`src/trpad_pkg.sv`:
```
// Shared types, constants and the firing-delay function for the triac
// phase-angle dimmer. No dependencies; used by every module in src.
package trpad_pkg;

  localparam int unsigned CHANNELS_DEF = 8;
  localparam int unsigned CH_MAX       = 8;
  localparam int unsigned CYCLE_W      = 20;
  localparam int unsigned PULSE_W      = 16;
  localparam int unsigned LEVEL_W      = 8;
  localparam int unsigned CHAN_W       = 3;
  localparam int unsigned CFG_IDX_W    = 1;

  localparam logic [CYCLE_W-1:0] CYCLE_RESET  = CYCLE_W'(16667);
  localparam logic [PULSE_W-1:0] PULSE_RESET  = PULSE_W'(8);
  localparam logic [CYCLE_W-1:0] ELAPSED_MAX  = '1;
  localparam logic [LEVEL_W-1:0] LEVEL_MIN    = LEVEL_W'(26);
  localparam logic [LEVEL_W-1:0] LEVEL_MAX    = LEVEL_W'(229);
  localparam int unsigned        SCALE_SHIFT  = 8;

  typedef enum logic [1:0] {
    KIND_TICK  = 2'd0,
    KIND_ZC    = 2'd1,
    KIND_LEVEL = 2'd2
  } kind_t;

  typedef enum logic [CFG_IDX_W-1:0] {
    REG_CYCLE = 1'b0,
    REG_PULSE = 1'b1
  } cfg_reg_t;

  // Per-transaction control broadcast to every channel lane
  typedef struct packed {
    logic               tick;
    logic               zc;
    logic               set_lvl;
    logic [LEVEL_W-1:0] level;
    logic               cyc_we;
    logic [CYCLE_W-1:0] cyc_val;
    logic [CYCLE_W-1:0] cycle_ticks;
    logic [CYCLE_W-1:0] elapsed;
    logic [PULSE_W-1:0] pulse_ticks;
  } lane_ctl_t;

  typedef struct packed {
    logic gate;
    logic fired;
  } lane_sts_t;

  // delay = (cycle * (256 - clamp(level))) >> 8
  function automatic logic [CYCLE_W-1:0] delay_of(input logic [CYCLE_W-1:0] cycle,
                                                  input logic [LEVEL_W-1:0] raw);
    logic [LEVEL_W-1:0]         lv;
    logic [LEVEL_W-1:0]         factor;
    logic [CYCLE_W+LEVEL_W-1:0] prod;
    lv = raw;
    if (lv < LEVEL_MIN) lv = LEVEL_MIN;
    if (lv > LEVEL_MAX) lv = LEVEL_MAX;
    factor = LEVEL_W'(9'd256 - {1'b0, lv});
    prod = (CYCLE_W+LEVEL_W)'(cycle) * (CYCLE_W+LEVEL_W)'(factor);
    return prod[CYCLE_W+SCALE_SHIFT-1:SCALE_SHIFT];
  endfunction

endpackage

```
`src/triac_phase_angle_dimmer_unit.sv`:
```
// Top level of the triac phase-angle dimmer: input register, elapsed-tick
// counter, config registers, channel lanes and result register.
// Depends on trpad_pkg and trpad_lane.
//
//   port group | direction | handshake         | carries
//   in_*       | input     | in_valid/in_ready | kind, channel, level
//   out_*      | output    | out_valid/out_ready | gate_mask, fired_mask
//   cfg_*      | input     | cfg_we            | cfg_idx, cfg_wdata
//
// One transaction per clock sustained while out_ready stays high; each
// result passes the input register, then the result register.
// The per-channel delay multiply sits behind level and cycle writes, so a
// tick is a counter increment plus parallel compares. Synchronous
// active-low reset clears all but the payload registers and loads the
// default cycle and pulse lengths. A stalled result holds the pipe;
// in_ready drops only when both registers are full and out_ready is low.
module triac_phase_angle_dimmer_unit #(
  parameter int unsigned CHANNELS = trpad_pkg::CHANNELS_DEF
) (
  input  logic                              clk,
  input  logic                              rst_n,
  input  logic                              in_valid,
  output logic                              in_ready,
  input  logic [1:0]                        in_kind,
  input  logic [trpad_pkg::CHAN_W-1:0]      in_channel,
  input  logic [trpad_pkg::LEVEL_W-1:0]     in_level,
  output logic                              out_valid,
  input  logic                              out_ready,
  output logic [trpad_pkg::CH_MAX-1:0]      out_gate_mask,
  output logic [trpad_pkg::CH_MAX-1:0]      out_fired_mask,
  input  logic                              cfg_we,
  input  logic [trpad_pkg::CFG_IDX_W-1:0]   cfg_idx,
  input  logic [trpad_pkg::CYCLE_W-1:0]     cfg_wdata
);

  logic                              s1_valid_r;
  logic [1:0]                        s1_kind_r;
  logic [trpad_pkg::CHAN_W-1:0]      s1_chan_r;
  logic [trpad_pkg::LEVEL_W-1:0]     s1_level_r;
  logic                              out_valid_r;
  logic [trpad_pkg::CH_MAX-1:0]      gate_r, gate_nxt;
  logic [trpad_pkg::CH_MAX-1:0]      fired_r, fired_nxt;
  logic [trpad_pkg::CYCLE_W-1:0]     cycle_r;
  logic [trpad_pkg::PULSE_W-1:0]     pulse_r;
  logic [trpad_pkg::CYCLE_W-1:0]     elapsed_r, elapsed_nxt;
  logic                              adv;
  logic                              is_tick, is_zc, is_lvl;
  trpad_pkg::lane_ctl_t              ctl;
  trpad_pkg::lane_sts_t              sts_w [CHANNELS];

  assign adv      = s1_valid_r && (!out_valid_r || out_ready);
  assign in_ready = !s1_valid_r || adv;

  always_comb begin
    is_tick = 1'b0;
    is_zc   = 1'b0;
    is_lvl  = 1'b0;
    case (s1_kind_r)
      trpad_pkg::KIND_TICK:  is_tick = 1'b1;
      trpad_pkg::KIND_ZC:    is_zc   = 1'b1;
      trpad_pkg::KIND_LEVEL: is_lvl  = 1'b1;
      default: ;
    endcase
  end

  always_comb begin
    elapsed_nxt = elapsed_r;
    if (adv && is_tick && (elapsed_r != trpad_pkg::ELAPSED_MAX))
      elapsed_nxt = elapsed_r + 1'b1;
    if (adv && is_zc) elapsed_nxt = '0;
  end

  always_comb begin
    ctl.tick        = is_tick;
    ctl.zc          = is_zc;
    ctl.set_lvl     = is_lvl;
    ctl.level       = s1_level_r;
    ctl.cyc_we      = cfg_we && (cfg_idx == trpad_pkg::REG_CYCLE);
    ctl.cyc_val     = cfg_wdata;
    ctl.cycle_ticks = cycle_r;
    ctl.elapsed     = elapsed_nxt;
    ctl.pulse_ticks = pulse_r;
  end

  for (genvar i = 0; i < CHANNELS; i++) begin : g_lane
    trpad_lane u_lane (
      .clk   (clk),
      .rst_n (rst_n),
      .adv   (adv),
      .sel   (s1_chan_r == trpad_pkg::CHAN_W'(i)),
      .ctl   (ctl),
      .sts   (sts_w[i])
    );
  end

  always_comb begin
    gate_nxt  = '0;
    fired_nxt = '0;
    for (int i = 0; i < CHANNELS; i++) begin
      gate_nxt[i]  = sts_w[i].gate;
      fired_nxt[i] = sts_w[i].fired;
    end
  end

  always_ff @(posedge clk) begin
    if (!rst_n) begin
      s1_valid_r  <= 1'b0;
      out_valid_r <= 1'b0;
      cycle_r     <= trpad_pkg::CYCLE_RESET;
      pulse_r     <= trpad_pkg::PULSE_RESET;
      elapsed_r   <= '0;
    end else begin
      elapsed_r <= elapsed_nxt;
      if (in_ready) s1_valid_r <= in_valid;
      if (!out_valid_r || out_ready) out_valid_r <= s1_valid_r;
      if (cfg_we) begin
        case (cfg_idx)
          trpad_pkg::REG_CYCLE: cycle_r <= cfg_wdata;
          trpad_pkg::REG_PULSE: pulse_r <= cfg_wdata[trpad_pkg::PULSE_W-1:0];
          default: ;
        endcase
      end
    end
  end

  // payload registers: hold unless the stage advances
  always_ff @(posedge clk) begin
    if (in_ready && in_valid) begin
      s1_kind_r  <= in_kind;
      s1_chan_r  <= in_channel;
      s1_level_r <= in_level;
    end
    if (adv) begin
      gate_r  <= gate_nxt;
      fired_r <= fired_nxt;
    end
  end

  assign out_valid      = out_valid_r;
  assign out_gate_mask  = gate_r;
  assign out_fired_mask = fired_r;

endmodule

```
`src/trpad_lane.sv`:
```
// One dimmer channel: stored level, precomputed firing delay, fired flag
// and gate pulse countdown. Depends on trpad_pkg.
module trpad_lane (
  input  logic                  clk,
  input  logic                  rst_n,
  input  logic                  adv,
  input  logic                  sel,
  input  trpad_pkg::lane_ctl_t  ctl,
  output trpad_pkg::lane_sts_t  sts
);

  logic [trpad_pkg::LEVEL_W-1:0] level_r, level_nxt;
  logic [trpad_pkg::CYCLE_W-1:0] delay_r, delay_nxt;
  logic                          fired_r, fired_nxt;
  logic [trpad_pkg::PULSE_W-1:0] pulse_r, pulse_nxt;

  always_comb begin
    level_nxt = level_r;
    delay_nxt = delay_r;
    fired_nxt = fired_r;
    pulse_nxt = pulse_r;
    if (adv) begin
      if (ctl.tick) begin
        if (pulse_r != '0) pulse_nxt = pulse_r - 1'b1;
        if (!fired_r && (ctl.elapsed >= delay_r)) begin
          fired_nxt = 1'b1;
          pulse_nxt = ctl.pulse_ticks;
        end
      end
      if (ctl.zc) fired_nxt = 1'b0;
      if (ctl.set_lvl && sel) begin
        level_nxt = ctl.level;
        delay_nxt = trpad_pkg::delay_of(ctl.cycle_ticks, ctl.level);
      end
    end
    // rescale on cycle write; user must do it only while idle; unchecked
    if (ctl.cyc_we) delay_nxt = trpad_pkg::delay_of(ctl.cyc_val, level_r);
  end

  always_ff @(posedge clk) begin
    if (!rst_n) begin
      level_r <= '0;
      delay_r <= trpad_pkg::delay_of(trpad_pkg::CYCLE_RESET, '0);
      fired_r <= 1'b0;
      pulse_r <= '0;
    end else begin
      level_r <= level_nxt;
      delay_r <= delay_nxt;
      fired_r <= fired_nxt;
      pulse_r <= pulse_nxt;
    end
  end

  assign sts.gate  = (pulse_nxt != '0);
  assign sts.fired = fired_nxt;

endmodule

```
`config.mk`:
```
export PLATFORM = sky130hd
export DESIGN_NAME = triac_phase_angle_dimmer_unit
export DESIGN_NICKNAME = d
export VERILOG_FILES = /design/src/trpad_pkg.sv /design/src/triac_phase_angle_dimmer_unit.sv /design/src/trpad_lane.sv
export SDC_FILE = /design/constraint.sdc
export NUM_CORES = 2
export LEC_CHECK = 0
export BUFFER_PORTS_ARGS = -buffer_cell sky130_fd_sc_hd__buf_2
export CORE_MARGIN = 3
export CORE_UTILIZATION = 40
export DETAILED_ROUTE_END_ITERATION = 7
export SLEW_MARGIN = 20
export SYNTH_ARGS = -nofsm -noshare
export SYNTH_HDL_FRONTEND = slang
export SYNTH_SLANG_ARGS = --single-unit
```
`constraint.sdc`:
```
create_clock -name clk -period 20.3 [get_ports clk]
set_clock_uncertainty 0.15 [all_clocks]
set_input_delay 6.09 -clock clk [delete_from_list [all_inputs] [get_ports clk]]
set_output_delay 6.09 -clock clk [all_outputs]
set_load 0.01 [all_outputs]
```
### After elaboration in Yosys (flattened, before gate mapping)

Index checks and enable logic that the tools add are counted.

* shift operators: 0
* reduce and logical (&&, ||, !) cells: 79
* bitwise operators: 1
* equality and inequality tests: 10
* multiply operators: 16
* muxes and demuxes: 166
* $lt $le $gt $ge: 33
* divide/modulo/power cells: 0
* add/subtract/negate cells: 25

Operator list (number)
* 8-bit 2-to-1 mux: 73
* 20-bit 2-to-1 mux: 26
* 16-bit 2-to-1 mux: 32
* 20-bit by 8-bit multiplier with 28-bit output: 16
* 16-bit nonzero test: 16
* 20-bit greater-or-equal comparator: 8
* 8-bit > comparator, second input constant: 16
* 1-bit by 8-bit subtractor with 8-bit output, first input constant: 16
* 16-bit by 1-bit subtractor with 16-bit output, second input constant: 8
* 8-bit by 5-bit less-than comparator with 1-bit output, second input constant: 9
* 2-bit AND reduction: 18
* 1-bit 2-to-1 mux: 35
* 1-bit logical AND: 22
* 20-bit by 1-bit adder with 20-bit output, second input constant: 1
* 20-bit != test, second input constant: 1
* 2-bit nonzero test: 9
* 3-bit == test, second input constant: 4
* 1-bit zero test: 10
* 3-bit by 2-bit == test with 1-bit output, second input constant: 2
* 3-bit by 1-bit == test with 1-bit output, second input constant: 1
* 3-bit zero test: 1
* 2-bit by 1-bit == test with 1-bit output, second input constant: 1
* 2-bit == test, second input constant: 1
* 2-bit zero test: 1
* 2 further kinds: 3

* bits of input ports: 39
* bits in writable memories: 0
* bits in read-only memories: 0
* latch bits: 0
* logic and storage cells: 372
* output and inout port bits: 18
* memories kept: 0
* flip-flop bits (word level): 447

### Logic depth before layout (Yosys ltp)

* word-level depth: 14
* gate-level depth with buffers: 34
* mapped depth without buffers: 30

### Hierarchy

A second synthesis with hierarchy kept.

* cell total of the unflattened synthesis: 12565
* area total of the unflattened synthesis: 105467.4 um^2

By module, submodules not included
* trpad_lane at g_lane[1].u_lane ...: cells each 1573, area an instance 12882.4 um^2, instances 2, sequential area each 900.9 um^2
* trpad_lane at g_lane[0].u_lane: cells each 1572, area an instance 13040.0 um^2, instances 1, sequential area each 900.9 um^2
* trpad_lane at g_lane[6].u_lane: cells each 1533, area an instance 12803.5 um^2, instances 1, sequential area each 900.9 um^2
* trpad_lane at g_lane[7].u_lane: cells each 1488, area an instance 12674.7 um^2, instances 1, sequential area each 900.9 um^2
* trpad_lane at g_lane[5].u_lane: cells each 1507, area an instance 12600.8 um^2, instances 1, sequential area each 900.9 um^2
* trpad_lane at g_lane[4].u_lane: cells each 1488, area an instance 12572.1 um^2, instances 1, sequential area each 900.9 um^2
* trpad_lane at g_lane[3].u_lane: cells each 1476, area an instance 12487.0 um^2, instances 1, sequential area each 900.9 um^2
* triac_phase_angle_dimmer_unit: cells each 355, area an instance 3524.6 um^2, instances 1, sequential area each 2031.9 um^2

### Least setup slack after synthesis

Ideal clock, no wire load.

* kind: in2out
* start point: input port out_ready
* end point: output port in_ready
* data arrival time: 6363 ps
* slack: 7697 ps
* path buffers: 0
* data required time: 14060 ps
* stages: 2
* cells stage by stage: nor2b_1 > nand2_1

* word-level cells in the longest chain between the ends: 3

Ends and longest elaborated chain
* start, declared: line triac_phase_angle_dimmer_unit.sv:28 `input logic out_ready,`
* 1-bit logical OR: line triac_phase_angle_dimmer_unit.sv:51 `assign adv = s1_valid_r && (!out_valid_r || out_ready);`
* 1-bit logical AND: line triac_phase_angle_dimmer_unit.sv:51
* 1-bit logical OR: line triac_phase_angle_dimmer_unit.sv:52 `assign in_ready = !s1_valid_r || adv;`
* end, declared: line triac_phase_angle_dimmer_unit.sv:23 `output logic in_ready,`

No other way between the ends.

### Worst setup path after layout

Same ends and word-level chain as after synthesis.

==> summary.txt <==
Critical path
  – Cells along the critical path: buf_2 -> nor2b_1 -> nand2_1 -> buf_2
  – Worst r2r src: s1_level_r[1]
  – Critical path class: primary input to primary output
  – Worst Path Buf+Inv: 2
  – Worst Setup EP: in_ready
  – Critical Path Slowest Stage Cell: nor2b_1
  – Crit path required time: 14.06 ns
  – Stages on worst setup path: 4
  – Setup slack, reg-to-reg: 10.35 ns
  – CP max stage delay: 0.17 ns
  – Cell family with most CP delay: buffers and inverters
  – Critical Path Start: out_ready
  – Arrival @ worst endpoint: 6.61 ns
  – Critical path capture point type: primary output
  – R2r endpoint: g_lane[6].u_lane.delay_r[19]
  – Worst Setup Start Kind: primary input
  – CP Max Fanout: 3
  – Most used cell, CP: buf_2
  – Worst reg-to-reg path cell count: 26

Detailed routing
  – First drt pass iteration count: 6
  – Via count: 57394
  – Vias per inst: 5.558
  – Average wire per standard cell: 20.99 um
  – Initial DRC count: 3992
  – DRT antenna net count: 0
  – DRC Markers: 0
  – Post-Route WL: 216.7 mm

Finish
  – Nets: 9660
  – Layout Cells excl Fill: 10326
  – P&R area growth vs syn: 6.976%
  – Post-route core utilization: 0.4336
  – Fraction of layout instances using a drive strength above 1: 0.05239
  – Final Cell Area: 0.07291 mm^2

Yosys
  – Post-synthesis instance total: 8291
  – Synth Register Bits: 447
  – Seq/Total Area, Yosys: 0.1356
  – Ys async rst share: 0
  – Yosys cell types: 88
  – Area contributors post-synth: fa_1, dfxtp_1, ha_1, and2_1, inv_1
  – Syn avg cell area: 8.221 um^2
  – Mapped cell area: 0.06816 mm^2
  – Post-synth top area share: 0.2829
  – Top_reg_cell synth: dfxtp_1
  – Yosys top cell by area: fa_1
  – Syn Nets: 9884
  – YS warnings: 0
  – Number of flops mapped to enable cells by yosys: 29

Power
  – Clock power share: 0.158
  – Reg power frac: 0.160
  – Sw frac: 0.5055
  – Combinational Power Share: 0.682
  – Power Density: 97.63 mW/mm^2
  – Cell leakage power: 34.46 nW
  – Total internal power: 3.520 mW
  – Peak supply drop: 0.0001089 V
  – Total net switching power: 3.599 mW

Floorplan
  – Starting density of the core: 0.4053
  – Row Count: 150
  – Ports: 57
  – Die X-Extent: 418.8 um
  – Die H: 418.8 um
  – Total die area: 0.1754 mm^2
  – Core box area: 0.1682 mm^2

Timing
  – Final period util: 0.6330
  – Final Hold Viols: 0
  – Final setup viols: 0
  – Fmax: 77.83 MHz
  – Rel. slew slack: 0.2045
  – Worst-margin pin slew: 1.187 ns
  – RSZ-0062 raised after global routing: false
  – Min cycle time layout: 12.85 ns
  – Setup TNS: 0 ns
  – Final Max Slew Viols: 0

Place
  – Placed cells: 10213
  – DP Area: 0.07080 mm^2
  – PortBufs: 56
  – Routability cong.: 0.9298
  – HPWL after DPL: 155.8 mm

Global route
  – Initial antenna violation count: 5
  – Vias in the first global route: 58186
  – Gr usage total: 0.2462
  – First-pass GRT wire length: 338.5 mm
  – Largest net degree at the start of global routing: 89
  – Total grt overflow: 0

Clock tree
  – TritonCTS sink count: 447
  – Post-CTS Hold Buffers: 0
  – CTS buffer count: 56
  – Clock transition at path regs: 0.06 ns
  – Max clock buf depth: 3
  – H-tree depth: 2
  – CTS tree: yes
  – CTS resizes: 0
  – Clock Latency Late Sink: 0.68 ns
  – Setup Fix Bufs, Post-CTS: 0
  – Clock root cell: clkbuf_16

Hold path
  – Worst hold-check path type: register to register
  – Min-Delay Path Depth: 2

Flow run
  – Max-cap violations: 0

Outcome
  – Status: finished, final reports clean
## per-stage QoR
step / setup WS [ns] / hold slack [ns] / power, mW
3_5_place_dp: 6.944 / 0.3172 / 5.958
2_1_floorplan: 7.697 / 0.2829 / 4.355
5_1_grt: 7.100 / 0.3486 / 7.685
6_report: 7.451 / 0.3280 / 7.118
3_3_place_gp: 6.984 / 0.3137 / 5.904
4_1_cts: 7.448 / 0.3321 / 7.127
## final cells by class
class	instances	area [um^2]
repair buffers	217	1516
inverters	1104	4151
clock inverters	32	434.2
clock buffers	72	1627
multi-input cells	6241	53160
diodes	9	22.52
well taps	2204	2758
fillers	16686	95250
flip-flops and latches	447	9239
## flip-flops by register name, summed over array words and instances (netlist names)
signal / count
out_valid: 1
cycle_r: 20
pulse_r: 16
out_fired_mask: 8
g_lane.u_lane.delay_r: 160
g_lane.u_lane.fired_r: 8
s1_kind_r: 2
g_lane.u_lane.level_r: 64
g_lane.u_lane.pulse_r: 128
elapsed_r: 20
s1_chan_r: 3
s1_level_r: 8
out_gate_mask: 8
s1_valid_r: 1
## kinds of logic after synthesis
kind of cell               Yosys count  share of synthesized area
adders and majority gates         1554                     0.3913
AOI/OAI and AO/OA                 1356                     0.1245
and+or+nand+nor                   3103                     0.2295
DFF                                447                     0.1356
buffers and inverters             1603                    0.08901
xor gates and xnor gates           197                    0.02531
muxes                               31                   0.004755
## layout by cell type (no fill, tap or decap), types with 64 or more instances in the layout
cell,n
nor2b_1,119
buf_4,160
xor2_1,90
a21oi_1,472
o21ai_0,267
nor2_1,419
ha_1,591
nand2_1,1052
dfxtp_1,418
nor3_1,126
inv_1,1103
xnor2_1,95
fa_1,963
a21o_1,115
nand3_1,99
and2_1,889
a211oi_1,64
## worst register-to-register path, stage by stage (launching register included)
cell and delay [ns]:
edfxtp_1 1.13, a211oi_1 0.26, o21bai_1 0.38, and2_1 0.66, inv_1 0.11, ha_1 0.27
nor4b_1 0.18, nand2_1 0.14, nor3b_1 0.07, a21oi_2 0.76, and2_1 0.27, fa_1 0.44
fa_1 0.47, fa_1 0.54, fa_1 0.43, ha_1 0.39, o21ai_0 0.18, nor2_1 0.18
o2111ai_1 0.17, a211oi_1 0.32, nor2_1 0.14, o31a_1 0.41, o31ai_1 0.35, nor2_1 0.14
xnor2_2 0.92, mux2i_1 0.19, o221ai_1 0.23
## synth_stat cells, drive strengths merged (42+ instances only)
cell type  count
o21ai        268
fa           963
o22ai         44
nand4         55
a211oi        65
or3           45
ha           591
nor2         430
a21oi        477
dfxtp        418
inv         1103
nor3         129
xnor2        103
nand2       1054
nor4          60
nand3         99
nand2b        59
nor2b        120
xor2          94
o21a          42
and3          52
a21o         115
and2         889
clkbuf       479
## worst min path at each step
stage | slack [ns] | endpoint | start
floorplan | 0.28 | g_lane[5].u_lane.level_r[0] | g_lane[5].u_lane.level_r[0]
global placement | 0.31 | g_lane[5].u_lane.level_r[0] | g_lane[5].u_lane.level_r[0]
detailed placement | 0.32 | g_lane[2].u_lane.pulse_r[12] | g_lane[2].u_lane.pulse_r[12]
CTS | 0.33 | g_lane[6].u_lane.delay_r[5] | g_lane[6].u_lane.delay_r[5]
global route | 0.35 | g_lane[4].u_lane.level_r[0] | g_lane[4].u_lane.level_r[0]
finish | 0.33 | g_lane[5].u_lane.level_r[0] | g_lane[5].u_lane.level_r[0]
## power groups by stage
stage	clock network [mW]	registers, mW	logic [mW]
after floorplan	0	1.12	3.24
after global placement	0	1.15	4.75
after detailed placement	0	1.16	4.80
after CTS	1.14	1.14	4.85
after global routing	1.17	1.16	5.36
final	1.12	1.14	4.85
## layer usage
layer  up-vias  global-route usage  part of all wire
li1      26340                   -                 -
met1     28790              0.3238              0.43
met2      1870              0.4159              0.47
met3       394             0.02637             0.058
met4         0             0.09449             0.043
met5         -                   0                 0
(Power assumes the default switching activity.)
